==> src/sv/vwd_pkg.sv <==
// Shared types and widths for the vertex weld/dedup block.
`timescale 1ns / 1ps

package vwd_pkg;

  localparam int COORD_WIDTH   = 24;
  localparam int RADIUS_W      = COORD_WIDTH - 1;
  localparam int LIM_W         = 2 * RADIUS_W;
  localparam int SQ_W          = 2 * COORD_WIDTH;
  localparam int SUM_W         = SQ_W + 2;
  localparam int REMAP_W       = 8;
  localparam int DEFAULT_DEPTH = 256;

  typedef struct packed {
    logic signed [COORD_WIDTH-1:0] x;
    logic signed [COORD_WIDTH-1:0] y;
    logic signed [COORD_WIDTH-1:0] z;
  } vec_t;

  typedef struct packed {
    logic                          start_mesh;
    logic signed [COORD_WIDTH-1:0] pos_x;
    logic signed [COORD_WIDTH-1:0] pos_y;
    logic signed [COORD_WIDTH-1:0] pos_z;
  } vtx_t;

  typedef struct packed {
    logic [REMAP_W-1:0] remap_index;
    logic               is_new;
    logic               table_full;
  } res_t;

endpackage

==> src/sv/vwd_cell.sv <==
// One table entry with its distance compare pipeline and scan token stage.
`timescale 1ns / 1ps

module vwd_cell import vwd_pkg::*; #(
  parameter int IW  = 8,
  parameter int IDX = 0
) (
  input  logic          clk,
  input  logic          rst,
  input  vec_t          query,
  input  logic [LIM_W-1:0] limit,
  input  logic          wr_en,
  input  logic [IW-1:0] wr_idx,
  input  logic          chain_en,
  input  logic          tok_in,
  output logic          tok_out,
  output logic          hit
);

  vec_t                   ent;
  logic [COORD_WIDTH-1:0] ad_x, ad_y, ad_z;
  logic [SQ_W-1:0]        sq_x, sq_y, sq_z;
  logic [SUM_W-1:0]       sum;
  logic                   match;
  logic                   tok;

  function automatic logic [COORD_WIDTH-1:0] abs_diff(
    input logic signed [COORD_WIDTH-1:0] a,
    input logic signed [COORD_WIDTH-1:0] b
  );
    logic signed [COORD_WIDTH:0] d;
    logic signed [COORD_WIDTH:0] n;
    d = (COORD_WIDTH+1)'(a) - (COORD_WIDTH+1)'(b);
    n = -d;
    return d[COORD_WIDTH] ? n[COORD_WIDTH-1:0] : d[COORD_WIDTH-1:0];
  endfunction

  always_ff @(posedge clk) begin
    if (wr_en && (wr_idx == IW'(IDX))) begin
      ent <= query;
    end
  end

  // distance pipeline: abs diff, square, sum and compare
  always_ff @(posedge clk) begin
    ad_x  <= abs_diff(query.x, ent.x);
    ad_y  <= abs_diff(query.y, ent.y);
    ad_z  <= abs_diff(query.z, ent.z);
    sq_x  <= SQ_W'(ad_x * ad_x);
    sq_y  <= SQ_W'(ad_y * ad_y);
    sq_z  <= SQ_W'(ad_z * ad_z);
    match <= (sum <= SUM_W'(limit));
  end

  assign sum = SUM_W'(sq_x) + SUM_W'(sq_y) + SUM_W'(sq_z);

  always_ff @(posedge clk) begin
    if (rst) begin
      tok <= 1'b0;
    end else begin
      tok <= chain_en & tok_in;
    end
  end

  // stop the token at the first matching entry
  assign hit     = tok & match;
  assign tok_out = tok & ~match;

endmodule

==> config.mk <==
export PLATFORM = sky130hd
export DESIGN_NAME = vwd_cell
export DESIGN_NICKNAME = d
export VERILOG_FILES = /design/src/sv/vwd_pkg.sv /design/src/sv/vwd_cell.sv
export SDC_FILE = /design/constraint.sdc
export NUM_CORES = 2
export LEC_CHECK = 0
export BUFFER_PORTS_ARGS = -buffer_cell sky130_fd_sc_hd__buf_2
export CELL_PAD_IN_SITES_DETAIL_PLACEMENT = 0
export CELL_PAD_IN_SITES_GLOBAL_PLACEMENT = 1
export CORE_MARGIN = 3
export CORE_UTILIZATION = 50
export DETAILED_ROUTE_END_ITERATION = 12
export PLACE_DENSITY_LB_ADDON = 0.1
export RECOVER_POWER = 100
export SLEW_MARGIN = 20
export SYNTH_ARGS = -nofsm -noshare
export SYNTH_HDL_FRONTEND = slang
export SYNTH_SLANG_ARGS = --single-unit
==> constraint.sdc <==
create_clock -name clk -period 9.86 [get_ports clk]
set_input_delay 0.986 -clock clk [delete_from_list [all_inputs] [get_ports clk]]
set_output_delay 0.986 -clock clk [all_outputs]
set_load 0.02 [all_outputs]
---- Word level (Yosys, flattened, before mapping) ----
Index checks and enable logic that the tools add are counted.
storage, ports and cells
  flip-flop bits (word level) ............. 290
cells by class
  add/sub/neg operators ................... 8
  multiply operators ...................... 3
  magnitude comparators ................... 1
  mux-type cells .......................... 3
  bitwise gates (word level) .............. 4
  reduce and logical (&&, ||, !) cells .... 2
operator list
  operator                                          number
  24-bit by 24-bit multiplier with 48-bit output    3
  24-bit by 24-bit subtractor with 25-bit output    3
  24-bit two-way mux                                3
  24-bit negator                                    3
  49-bit by 48-bit adder with 50-bit output         1
  50-bit by 46-bit <= comparator with 1-bit output  1
  48-bit by 48-bit adder with 49-bit output         1
  8-bit logical NOT                                 1
  1-bit bitwise AND                                 3
  1-bit logical AND                                 1
  1-bit NOT                                         1

---- Logic depth before layout (Yosys ltp) ----
  word-level depth ........................ 3
  mapped depth ............................ 29

---- Worst setup path after synthesis ----
Ideal clock, no wire load.
  path type ............................... input to register
  start point ............................. input wr_idx[2]
  end point ............................... register ent[0] (netlist bit) (enable)
  setup time .............................. 687 ps
  arrival time ............................ 8,148 ps
  data required time ...................... 9,173 ps
  path slack .............................. 1,025 ps
  cell stages on the path ................. 3
  path through ............................ nor4_1 nand3b_1 nor4_1
on the way
  word-level cells in the longest chain between the ends .. 2
RTL lines
  item                    RTL line        text
  start: declaration      vwd_cell.sv:13  input logic [IW-1:0] wr_idx,
  8-bit logical NOT       vwd_cell.sv:39  if (wr_en && (wr_idx == IW'(IDX))) begin
  1-bit logical AND       vwd_cell.sv:39
  end signal: assignment  vwd_cell.sv:40  ent <= query;
  end: declaration        vwd_cell.sv:20  vec_t ent;
Every way passes these cells.
A chain may end at the register's enable or synchronous reset.

---- Worst setup path in the final report ----
  start point ............................. register ad_x[2]
  end point ............................... register sq_x[44]
on the way
  word-level cells in the longest chain between the ends .. 1
RTL lines
  item                                            RTL line        text
  start: declaration                              vwd_cell.sv:21  logic [COORD_WIDTH-1:0] ad_x, ad_y, ad_z;
  start signal: assignment                        vwd_cell.sv:46  ad_x <= abs_diff(query.x, ent.x);
  24-bit by 24-bit multiplier with 48-bit output  vwd_cell.sv:49  sq_x <= SQ_W'(ad_x * ad_x);
  end signal: assignment                          vwd_cell.sv:49
  end: declaration                                vwd_cell.sv:22  logic [SQ_W-1:0] sq_x, sq_y, sq_z;
Every way passes these cells.

==> impl_metrics.env <==
export IMPL_status="finished, violations left"
export IMPL_violations="max-capacitance violations, max-slew violations"
export IMPL_grtUsageMet3_pct=2.33
export IMPL_ant_nets=0
export IMPL_seq_area_um2=6470
export IMPL_drt_iter0_markers=2150
export IMPL_vias=45200
export IMPL_grt_pass1_vias=48900
export IMPL_final_cell_count_no_fill=8840
export IMPL_cp_top_family="adder cells"
export IMPL_syn2layout_area_growth_pct=5.83
export IMPL_slew_headroom_pct=-47.4
export IMPL_cts_sinks=287
export IMPL_crit_arrival_ps=9190
export IMPL_layout_commonest_cell="inv_1"
export IMPL_synth_top_family_by_area="adder cells"
export IMPL_grtUsageMet1_pct=34.6
export IMPL_post_drt_wl_per_cell_um=18.1
export IMPL_critPathCaptureType="flop"
export IMPL_drt_pass1_iter_count=5
export IMPL_multi_input_area_um2=50400
export IMPL_synthArstFlopShare_pct=0
export IMPL_numCtsBuffers=40
export IMPL_path_class="reg2reg"
export IMPL_grt_use_met2_pct=42.3
export IMPL_hold_path_class="in2reg"
export IMPL_rsz0062_at_grt="false"
export IMPL_grt_max_degree=40
export IMPL_synthMuxAreaShare_pct=0.181
export IMPL_required_ps=10390
export IMPL_fin_util_pct=53.6
export IMPL_drc=0
export IMPL_antenna_found_initial=1
export IMPL_num_antenna_cells=0
export IMPL_portBuffers=132
export IMPL_htreeDepth=2
export IMPL_ys_flop_type="dfxtp_1"
export IMPL_cts_tree="yes"
export IMPL_busiest_layer="met2"
export IMPL_critPathBufInv=5
export IMPL_synth_xor_area_share_pct=4.30
export IMPL_gr_usage_all_layers_pct=24.6
export IMPL_tns_ps=0
export IMPL_initial_core_util_pct=50.6
export IMPL_finClkSkew_ps=30.9
export IMPL_placedInstanceArea_um2=67500
export IMPL_layout_nets=9220
export IMPL_netlist_area_um2=64900
export IMPL_cts_clk_slew_worst_paths_ps=70
export IMPL_clk_latency_ps=610
export IMPL_maxCapViolations=2
export IMPL_synthDistinctLibCells=91
export IMPL_drive_above_1_share_pct=3.47
export IMPL_fill_cells=12000
export IMPL_via_per_inst=5.11
export IMPL_yosys_area_share_simple_pct=10.8
export IMPL_dpl_cell_count=8766
export IMPL_grt_pass1_wl_um=264000
export IMPL_fmax_mhz=116
export IMPL_ioPinCount=133
export IMPL_worst_slew_pin_slew_ps=2210
export IMPL_drt_total_wl_um=160000
export IMPL_detailed_place_hpwl_um=135000
export IMPL_die_area_um2=134000
export IMPL_avgSynthCellArea_um2=9.23
export IMPL_holdBufCountCts=0
export IMPL_post_cts_resized=0
export IMPL_synth_seq_cells=287
export IMPL_synthCells=7030
export IMPL_critPathMostFrequentCell="fa_1"
export IMPL_num_rows=131
export IMPL_grt_overflow=0
export IMPL_design_area_um2=68700
export IMPL_crit_fanout=24
export IMPL_die_h_um=366
export IMPL_finalMaxSlewViolations=75
export IMPL_crit_path_cell_trace="nand2_1 -> fa_1 -> inv_1 -> fa_1 -> inv_1 -> fa_1 -> fa_1 -> inv_1 -> fa_1 -> fa_1 -> inv_1 -> fa_1 -> inv_1 -> ha_1 -> a21oi_1 -> nand2_1 -> or3_1 -> o2bb2ai_1 -> a311oi_1 -> o21ai_0 -> a311oi_1 -> o21a_1 -> or4b_1 -> nand4_1"
export IMPL_die_x_um=366
export IMPL_synth_seq_area_share_pct=9.96
export IMPL_clock_path_buffers=3
export IMPL_synth_compound_area_share_pct=8.35
export IMPL_yosysWarningCount=0
export IMPL_final_hold_violation_count=0
export IMPL_synth_edf_count=72
export IMPL_final_cell_mix="1958 x inv_1, 1317 x fa_1, 693 x ha_1"
export IMPL_critPathMaxStageDelay_ps=1050
export IMPL_root_buffer="clkbuf_16"
export IMPL_postCtsSetupRepairBufs=0
export IMPL_post_route_period_util_pct=87.8
export IMPL_synth_fa_ha_area_share_pct=54.0
export IMPL_core_area_um2=128000
export IMPL_min_period_ps=8650
export IMPL_gp_congestion=0.915
export IMPL_cp_start_kind="flop"
export IMPL_final_setup_viol_count=0
export IMPL_slowest_stage="dfxtp_1"
-- worst paths after layout --
| kind | from | end | slack, ps | cells past startpoint |
|---|---|---|---|---|
| worst max-delay path | ad_x[2] | sq_x[44] | 1210 | 24 |
| worst min-delay path | rst | tok | 540 | 2 |
| worst max register to register | ad_x[2] | sq_x[44] | 1210 | 24 |
| worst min register to register | ent[0] | ad_z[0] | 580 | 2 |
-- flip-flops by register name, summed over array words and instances (netlist names) --
name   cells
ad_y      24
ad_z      24
tok        1
sq_x      47
ad_x      24
match      1
sq_y      47
sq_z      47
ent       72
-- layer usage --
metal  vias up  share of wire [%]
li1      21400                  -
met1     22800                 46
met2       824                 49
met3       122                3.9
met4         0                1.4
met5         -                  0
-- cell usage after synthesis (19+ instances only) --
| cell | count | share of area (%) |
|---|---|---|
| and3_1 | 29 | 0.28 |
| nand3_1 | 50 | 0.39 |
| xnor2_1 | 215 | 2.9 |
| dfxtp_1 | 215 | 6.6 |
| a211oi_1 | 32 | 0.37 |
| fa_1 | 1317 | 41 |
| nor2_1 | 198 | 1.1 |
| a21oi_1 | 235 | 1.8 |
| o21a_1 | 43 | 0.50 |
| edfxtp_1 | 72 | 3.3 |
| a21o_1 | 127 | 1.5 |
| or2_2 | 21 | 0.20 |
| a211o_1 | 19 | 0.26 |
| nand2b_1 | 23 | 0.22 |
| nor3_1 | 38 | 0.29 |
| nand2_1 | 588 | 3.4 |
| nor2b_1 | 46 | 0.44 |
| clkbuf_1 | 174 | 1.0 |
| ha_1 | 693 | 13 |
| o21ai_0 | 140 | 1.1 |
| nand4_1 | 32 | 0.31 |
| inv_1 | 1958 | 11 |
| a31oi_1 | 36 | 0.35 |
| o21bai_1 | 38 | 0.44 |
| and2_1 | 345 | 3.3 |
| xor2_1 | 104 | 1.4 |
-- per-stage QoR --
step                hold WS (ps)  setup WS (ps)
global placement             584           1420
detailed placement           581           1360
CTS                          484           1290
global route                 524            778
floorplan                    385           1020
finish                       536           1210
-- cell families after synthesis --
| group | after synthesis |
|---|---|
| compound gates | 825 |
| xor+xnor | 319 |
| fa+ha+maj | 2010 |
| buf+inv | 2141 |
| flops | 287 |
| mux | 11 |
| other cells | 2 |
| simple gates | 1435 |
-- final cells by class --
type	instances	share of cell area, %
repair buffers	189	1.44
inverters	1958	10.7
multi-input cells	4603	73.3
flip-flops and latches	287	9.43
well taps	1729	3.15
clock buffers	48	1.58
clock inverters	26	0.384
Power is left out: the tool's default activity adds up to more than one toggle a clock period on the data nets, which glitch-free logic cannot reach.
